File: src/rtl/ras_pkg.sv
`timescale 1ns / 1ps
// ----------------------------------------------------------------------------
// ras_pkg
// Shared types, constants and fixed-point helpers of the annulus sampler.
// ----------------------------------------------------------------------------
package ras_pkg;

  localparam int RAS_CORDIC_STAGES = 24;

  // Configuration register indexes.
  localparam logic [2:0] REG_OUTER_RADIUS    = 3'd0;
  localparam logic [2:0] REG_INNER_RADIUS    = 3'd1;
  localparam logic [2:0] REG_TILT_ANGLE      = 3'd2;
  localparam logic [2:0] REG_AZIMUTH_ANGLE   = 3'd3;
  localparam logic [2:0] REG_TARGET_X        = 3'd4;
  localparam logic [2:0] REG_TARGET_Y        = 3'd5;
  localparam logic [2:0] REG_TARGET_Z        = 3'd6;
  localparam logic [2:0] REG_SOURCE_DISTANCE = 3'd7;

  localparam logic signed [33:0] Q30_ONE      = 34'sd1073741824;
  localparam logic signed [63:0] Q30_HALF     = 64'sd536870912;
  localparam logic signed [63:0] HALF_PI_Q30  = 64'sd1686629713;
  localparam logic signed [33:0] CORDIC_START = 34'sd652032874;

  // Latency of the radius path: four arithmetic stages and one root cell per bit.
  localparam int SQRT_BITS = 24;
  localparam int RADIUS_LAT = 4 + SQRT_BITS;

  typedef struct packed {
    logic signed [33:0] x;
    logic signed [33:0] y;
    logic signed [33:0] z;
    logic [1:0]         q;
  } ras_cordic_t;

  typedef struct packed {
    logic [47:0] rad;
    logic [27:0] rem;
    logic [23:0] root;
  } ras_sqrt_t;

  function automatic logic signed [33:0] ras_atan(input int i);
    logic signed [33:0] a;
    case (i)
      0: a = 34'sd843314856;   1: a = 34'sd497837829;
      2: a = 34'sd263043836;   3: a = 34'sd133525158;
      4: a = 34'sd67021686;    5: a = 34'sd33543515;
      6: a = 34'sd16775850;    7: a = 34'sd8388437;
      8: a = 34'sd4194282;     9: a = 34'sd2097149;
      10: a = 34'sd1048575;    11: a = 34'sd524287;
      12: a = 34'sd262143;     13: a = 34'sd131071;
      14: a = 34'sd65535;      15: a = 34'sd32767;
      16: a = 34'sd16383;      17: a = 34'sd8191;
      18: a = 34'sd4095;       19: a = 34'sd2047;
      20: a = 34'sd1023;       21: a = 34'sd511;
      22: a = 34'sd255;        23: a = 34'sd127;
      24: a = 34'sd63;         25: a = 34'sd31;
      26: a = 34'sd15;         27: a = 34'sd8;
      28: a = 34'sd4;          29: a = 34'sd2;
      30: a = 34'sd1;
      default: a = 34'sd0;
    endcase
    return a;
  endfunction

  // Q2.30 product, rounded to nearest with ties upward.
  function automatic logic signed [63:0] ras_mulq(input logic signed [63:0] a,
                                                   input logic signed [63:0] b);
    return (a * b + Q30_HALF) >>> 30;
  endfunction

  function automatic logic signed [31:0] ras_clamp(input logic signed [63:0] v);
    logic signed [31:0] r;
    if (v > 64'sd1073741824) r = 32'sd1073741824;
    else if (v < -64'sd1073741824) r = -32'sd1073741824;
    else r = v[31:0];
    return r;
  endfunction

endpackage

File: src/rtl/ras_sqrt_cell.sv
`timescale 1ns / 1ps
// ----------------------------------------------------------------------------
// ras_sqrt_cell
// One digit of the integer square root; produces one root bit per cycle while en is high.
// ----------------------------------------------------------------------------
module ras_sqrt_cell #(
  parameter int K = 0
) (
  input  logic              clk,
  input  logic              en,
  input  ras_pkg::ras_sqrt_t s_i,
  output ras_pkg::ras_sqrt_t s_o
);
  import ras_pkg::*;

  ras_sqrt_t s_r, s_nxt;
  logic [27:0] acc;
  logic [27:0] trial;

  always_comb begin
    acc   = {s_i.rem[25:0], s_i.rad[47-2*K -: 2]};
    trial = {2'b00, s_i.root, 2'b01};
    s_nxt.rad = s_i.rad;
    if (acc >= trial) begin
      s_nxt.rem  = acc - trial;
      s_nxt.root = {s_i.root[22:0], 1'b1};
    end else begin
      s_nxt.rem  = acc;
      s_nxt.root = {s_i.root[22:0], 1'b0};
    end
  end

  always_ff @(posedge clk) begin
    if (en) s_r <= s_nxt;
  end

  assign s_o = s_r;
endmodule

File: config.mk
export PLATFORM = sky130hd
export DESIGN_NAME = ras_sqrt_cell
export DESIGN_NICKNAME = d
export VERILOG_FILES = /design/src/rtl/ras_pkg.sv /design/src/rtl/ras_sqrt_cell.sv
export SDC_FILE = /design/constraint.sdc
export NUM_CORES = 1
export LEC_CHECK = 0
export BUFFER_PORTS_ARGS = -buffer_cell sky130_fd_sc_hd__buf_2
export CAP_MARGIN = 20
export CORE_MARGIN = 1.5
export CORE_UTILIZATION = 25
export DETAILED_ROUTE_END_ITERATION = 6
export MAX_ROUTING_LAYER = met4
export SLEW_MARGIN = 5
export SYNTH_ARGS = -nofsm -noshare
export SYNTH_HDL_FRONTEND = slang
export SYNTH_SLANG_ARGS = --single-unit
File: constraint.sdc
create_clock -name clk -period 4.6 [get_ports clk]
set_input_delay 0.92 -clock clk [delete_from_list [all_inputs] [get_ports clk]]
set_output_delay 0.92 -clock clk [all_outputs]
set_load 0.02 [all_outputs]
==> metrics.md <==
| Metric | Value |
|---|---|
| Mean post-synth cell area | `12.39 sq um` |
| Max stage delay cell, worst path | `or4_1` |
| Yosys cell types | `44` |
| Filler cell count | `1952` |
| Die Y | `141.8 um` |
| DR pass1 iterations | `4` |
| Post-synthesis sequential area ratio | `0.6232` |
| Drt initial violations | `165` |
| LEAKAGE | `2.751 nW` |
| Post-route clock period utilization | `0.7941` |
| Final Critical Period | `3.653 ns` |
| # Post-CTS Setup Buffers | `0` |
| Drt total wl | `12.67 mm` |
| Clk slew on worst S/H paths | `0.08 ns` |
| Final TNS setup | `0 ns` |
| Buf/Inv on CP | `2` |
| Critical Path Most Common Cell | `or4_1` |
| Die X | `141.8 um` |
| TritonCTS buffer count | `9` |
| Setup WS post-layout | `0.9472 ns` |
| Maximum vdd drop | `0.1691 mV` |
| CP delay by family, top | `simple AND/OR/NAND/NOR gates` |
| Unrepaired setup endpoints after global routing | `false` |
| Nets | `721` |
| Max FFs per register | `100` |
| Die area | `0.02012 sq mm` |
| YS warnings | `0` |
| Core footprint | `0.01883 sq mm` |
| Setup violators final | `0` |
| Crit path DAT | `3.77 ns` |
| GRT overflow | `0` |
| Layout cells sized above 1 | `0.3813` |
| Clock Tree Root | `clkbuf_16` |
| Synth Flop Type | `edfxtp_1` |
| Vias in the first global route | `3611` |
| Row count | `50` |
| Worst-Margin Slew | `0.8613 ns` |
| Slew Viols, Final | `0` |
| First-pass GRT wire length | `19.18 mm` |
| Routed vias/inst | `4.233` |
| Fmax | `273.8 MHz` |
| Ports | `202` |
| Post-synthesis instance area | `0.004818 sq mm` |
| Resized cells post-CTS | `0` |
| Ys async rst share | `0` |
| Hpwl dp | `9.821 mm` |
| GPL Wtd Cong | `0.8423` |
| GR Util All Layers | `0.1303` |
| H-tree depth | `3` |
| Routing usage on met3 | `0.03611` |
| Seq cells post-synth | `100` |
| Power Density | `388.7 mW/mm^2` |
| PortBufs | `199` |
| Routed vias | `3640` |
| HP Class | `in -> reg` |
| CTS tree | `built` |
| # clock sinks | `100` |
| Pre-CTS setup slack | `0.5351 ns` |
| CTS Hold Bufs | `0` |
| Routing usage on met1 | `0.1568` |
| EDFF count, synth | `100` |
| Deepest clock path buffer count | `2` |
| Crit-path max FO | `28` |
| # DRC | `0` |
| WP data required | `4.71 ns` |
| CP startpoint kind | `input port` |
| Max-capacitance violation count | `0` |
| Critical Path, Cell by Cell | `buf_2, inv_1, ha_1, nand2_1, or4_1, or4_1, o311a_2, a21bo_4, mux2_2` |
| Crit path kind | `in -> reg` |
| DRT antenna net count | `0` |
| Initial Util | `0.2559` |
| Final Hold Viols | `0` |
| Slew HR | `0.4258` |
| Largest net degree at the start of global routing | `68` |
| Status | `completed` |
| Avg WL per Cell | `14.73 um` |
| Synthesis-to-finish area growth | `33.55%` |
| Syn_nets | `517` |
| Initial antenna violation count | `2` |
| Met2 capacity usage during global routing | `0.2087` |
| Critical Path Max Stage Delay | `0.56 ns` |
| Critical path endpoint category | `register` |
| Post-synthesis cell count | `389` |
| GRT Max-Usage Layer | `met2` |
-- where the power goes --
group / internal (mW) / total (mW) / switching [mW]
sequential: 1.12 / 1.13 / 0.0190
clock: 0.438 / 0.822 / 0.384
combinational: 0.201 / 0.545 / 0.344
-- kinds of logic after synthesis --
| logic type | count (synthesis) | synth area share |
|---|---|---|
| fa+ha+maj | 26 | 0.06751 |
| compound gates | 102 | 0.1319 |
| xor+xnor | 25 | 0.04700 |
| flops | 100 | 0.6232 |
| buf+inv | 42 | 0.03765 |
| simple gates | 90 | 0.08335 |
| mux | 4 | 0.009348 |
-- worst paths after layout --
check / startpoint / endpoint / slack, ns / depth (start not counted)
worst min-delay path: s_i[87] / s_o[87] / 0.73 / 1
worst max-delay path: s_i[9] / s_o[28] / 0.95 / 9
-- cell usage after synthesis, types with 3 or more instances --
cell	count	share of area
nor3_1	3	0.0031
nor2_1	35	0.027
ha_1	26	0.068
buf_4	3	0.0047
a31oi_1	4	0.0052
o21bai_1	5	0.0078
inv_1	31	0.024
nand4_1	7	0.0091
mux2_1	3	0.0070
nand2_1	26	0.020
nand2b_1	4	0.0052
buf_2	4	0.0042
a21boi_0	3	0.0047
o21ai_0	16	0.017
o31ai_1	3	0.0047
nand3_1	6	0.0062
xnor2_1	16	0.029
xor2_1	8	0.015
edfxtp_1	100	0.62
o211ai_1	4	0.0062
a21oi_1	52	0.054
-- placed cells by master, fill, tap and decap left out, types with 2 or more instances in the layout --
master | netlist | final
o21bai_1 | 5 | 5
mux2_1 | 3 | 3
or4_1 | 2 | 2
o211ai_1 | 4 | 4
clkbuf_16 | 0 | 9
a21o_1 | 2 | 2
xnor2_1 | 16 | 16
nor2b_1 | 2 | 2
nand2b_1 | 4 | 4
nor2_1 | 35 | 35
diode_2 | 0 | 2
ha_1 | 26 | 26
clkinv_4 | 0 | 2
buf_4 | 3 | 6
nand4_1 | 7 | 7
nand3_1 | 6 | 6
a31oi_1 | 4 | 4
a21boi_0 | 3 | 3
inv_1 | 31 | 31
nand2_1 | 26 | 26
edfxtp_1 | 100 | 100
nor3_1 | 3 | 3
inv_8 | 0 | 3
o31ai_1 | 3 | 3
buf_2 | 4 | 198
xor2_1 | 8 | 8
and3_1 | 2 | 2
a211oi_1 | 2 | 2
o21ai_0 | 16 | 16
o21a_1 | 2 | 2
a21oi_1 | 52 | 52
-- routing by layer --
layer	vias up	wire, um	share of wire
li1	1836	-	-
met1	1643	5625	0.44
met2	146	5871	0.46
met3	15	942	0.074
met4	0	227	0.018
met5	-	0	0
-- per-stage QoR --
stage                 util  total power [mW]  std cells  instance area [sq um]  hold WS, ns
floorplan                -             1.498        389                   4818        1.019
global placement    0.3247             1.701        842                   6115        1.096
detailed placement  0.3247             1.706        842                   6115        1.098
CTS                 0.3415             2.539        858                   6430       0.7174
global route        0.3417             2.629        860                   6435       0.7163
finish              0.3417             2.501        860                   6435       0.7331
-- final cells by class --
cell class | count | area [sq um] | area share
Antenna cell | 2 | 5.005 | 0.0007778
Clock buffer | 9 | 225.2 | 0.03500
Clock inverter | 7 | 90.09 | 0.01400
Inverter | 31 | 116.4 | 0.01808
Multi-Input combinational cell | 247 | 1634 | 0.2539
Sequential cell | 100 | 3003 | 0.4667
Tap cell | 260 | 325.3 | 0.05055
Timing Repair Buffer | 204 | 1036 | 0.1610
Note: power is estimated with default switching activity, not from simulation.
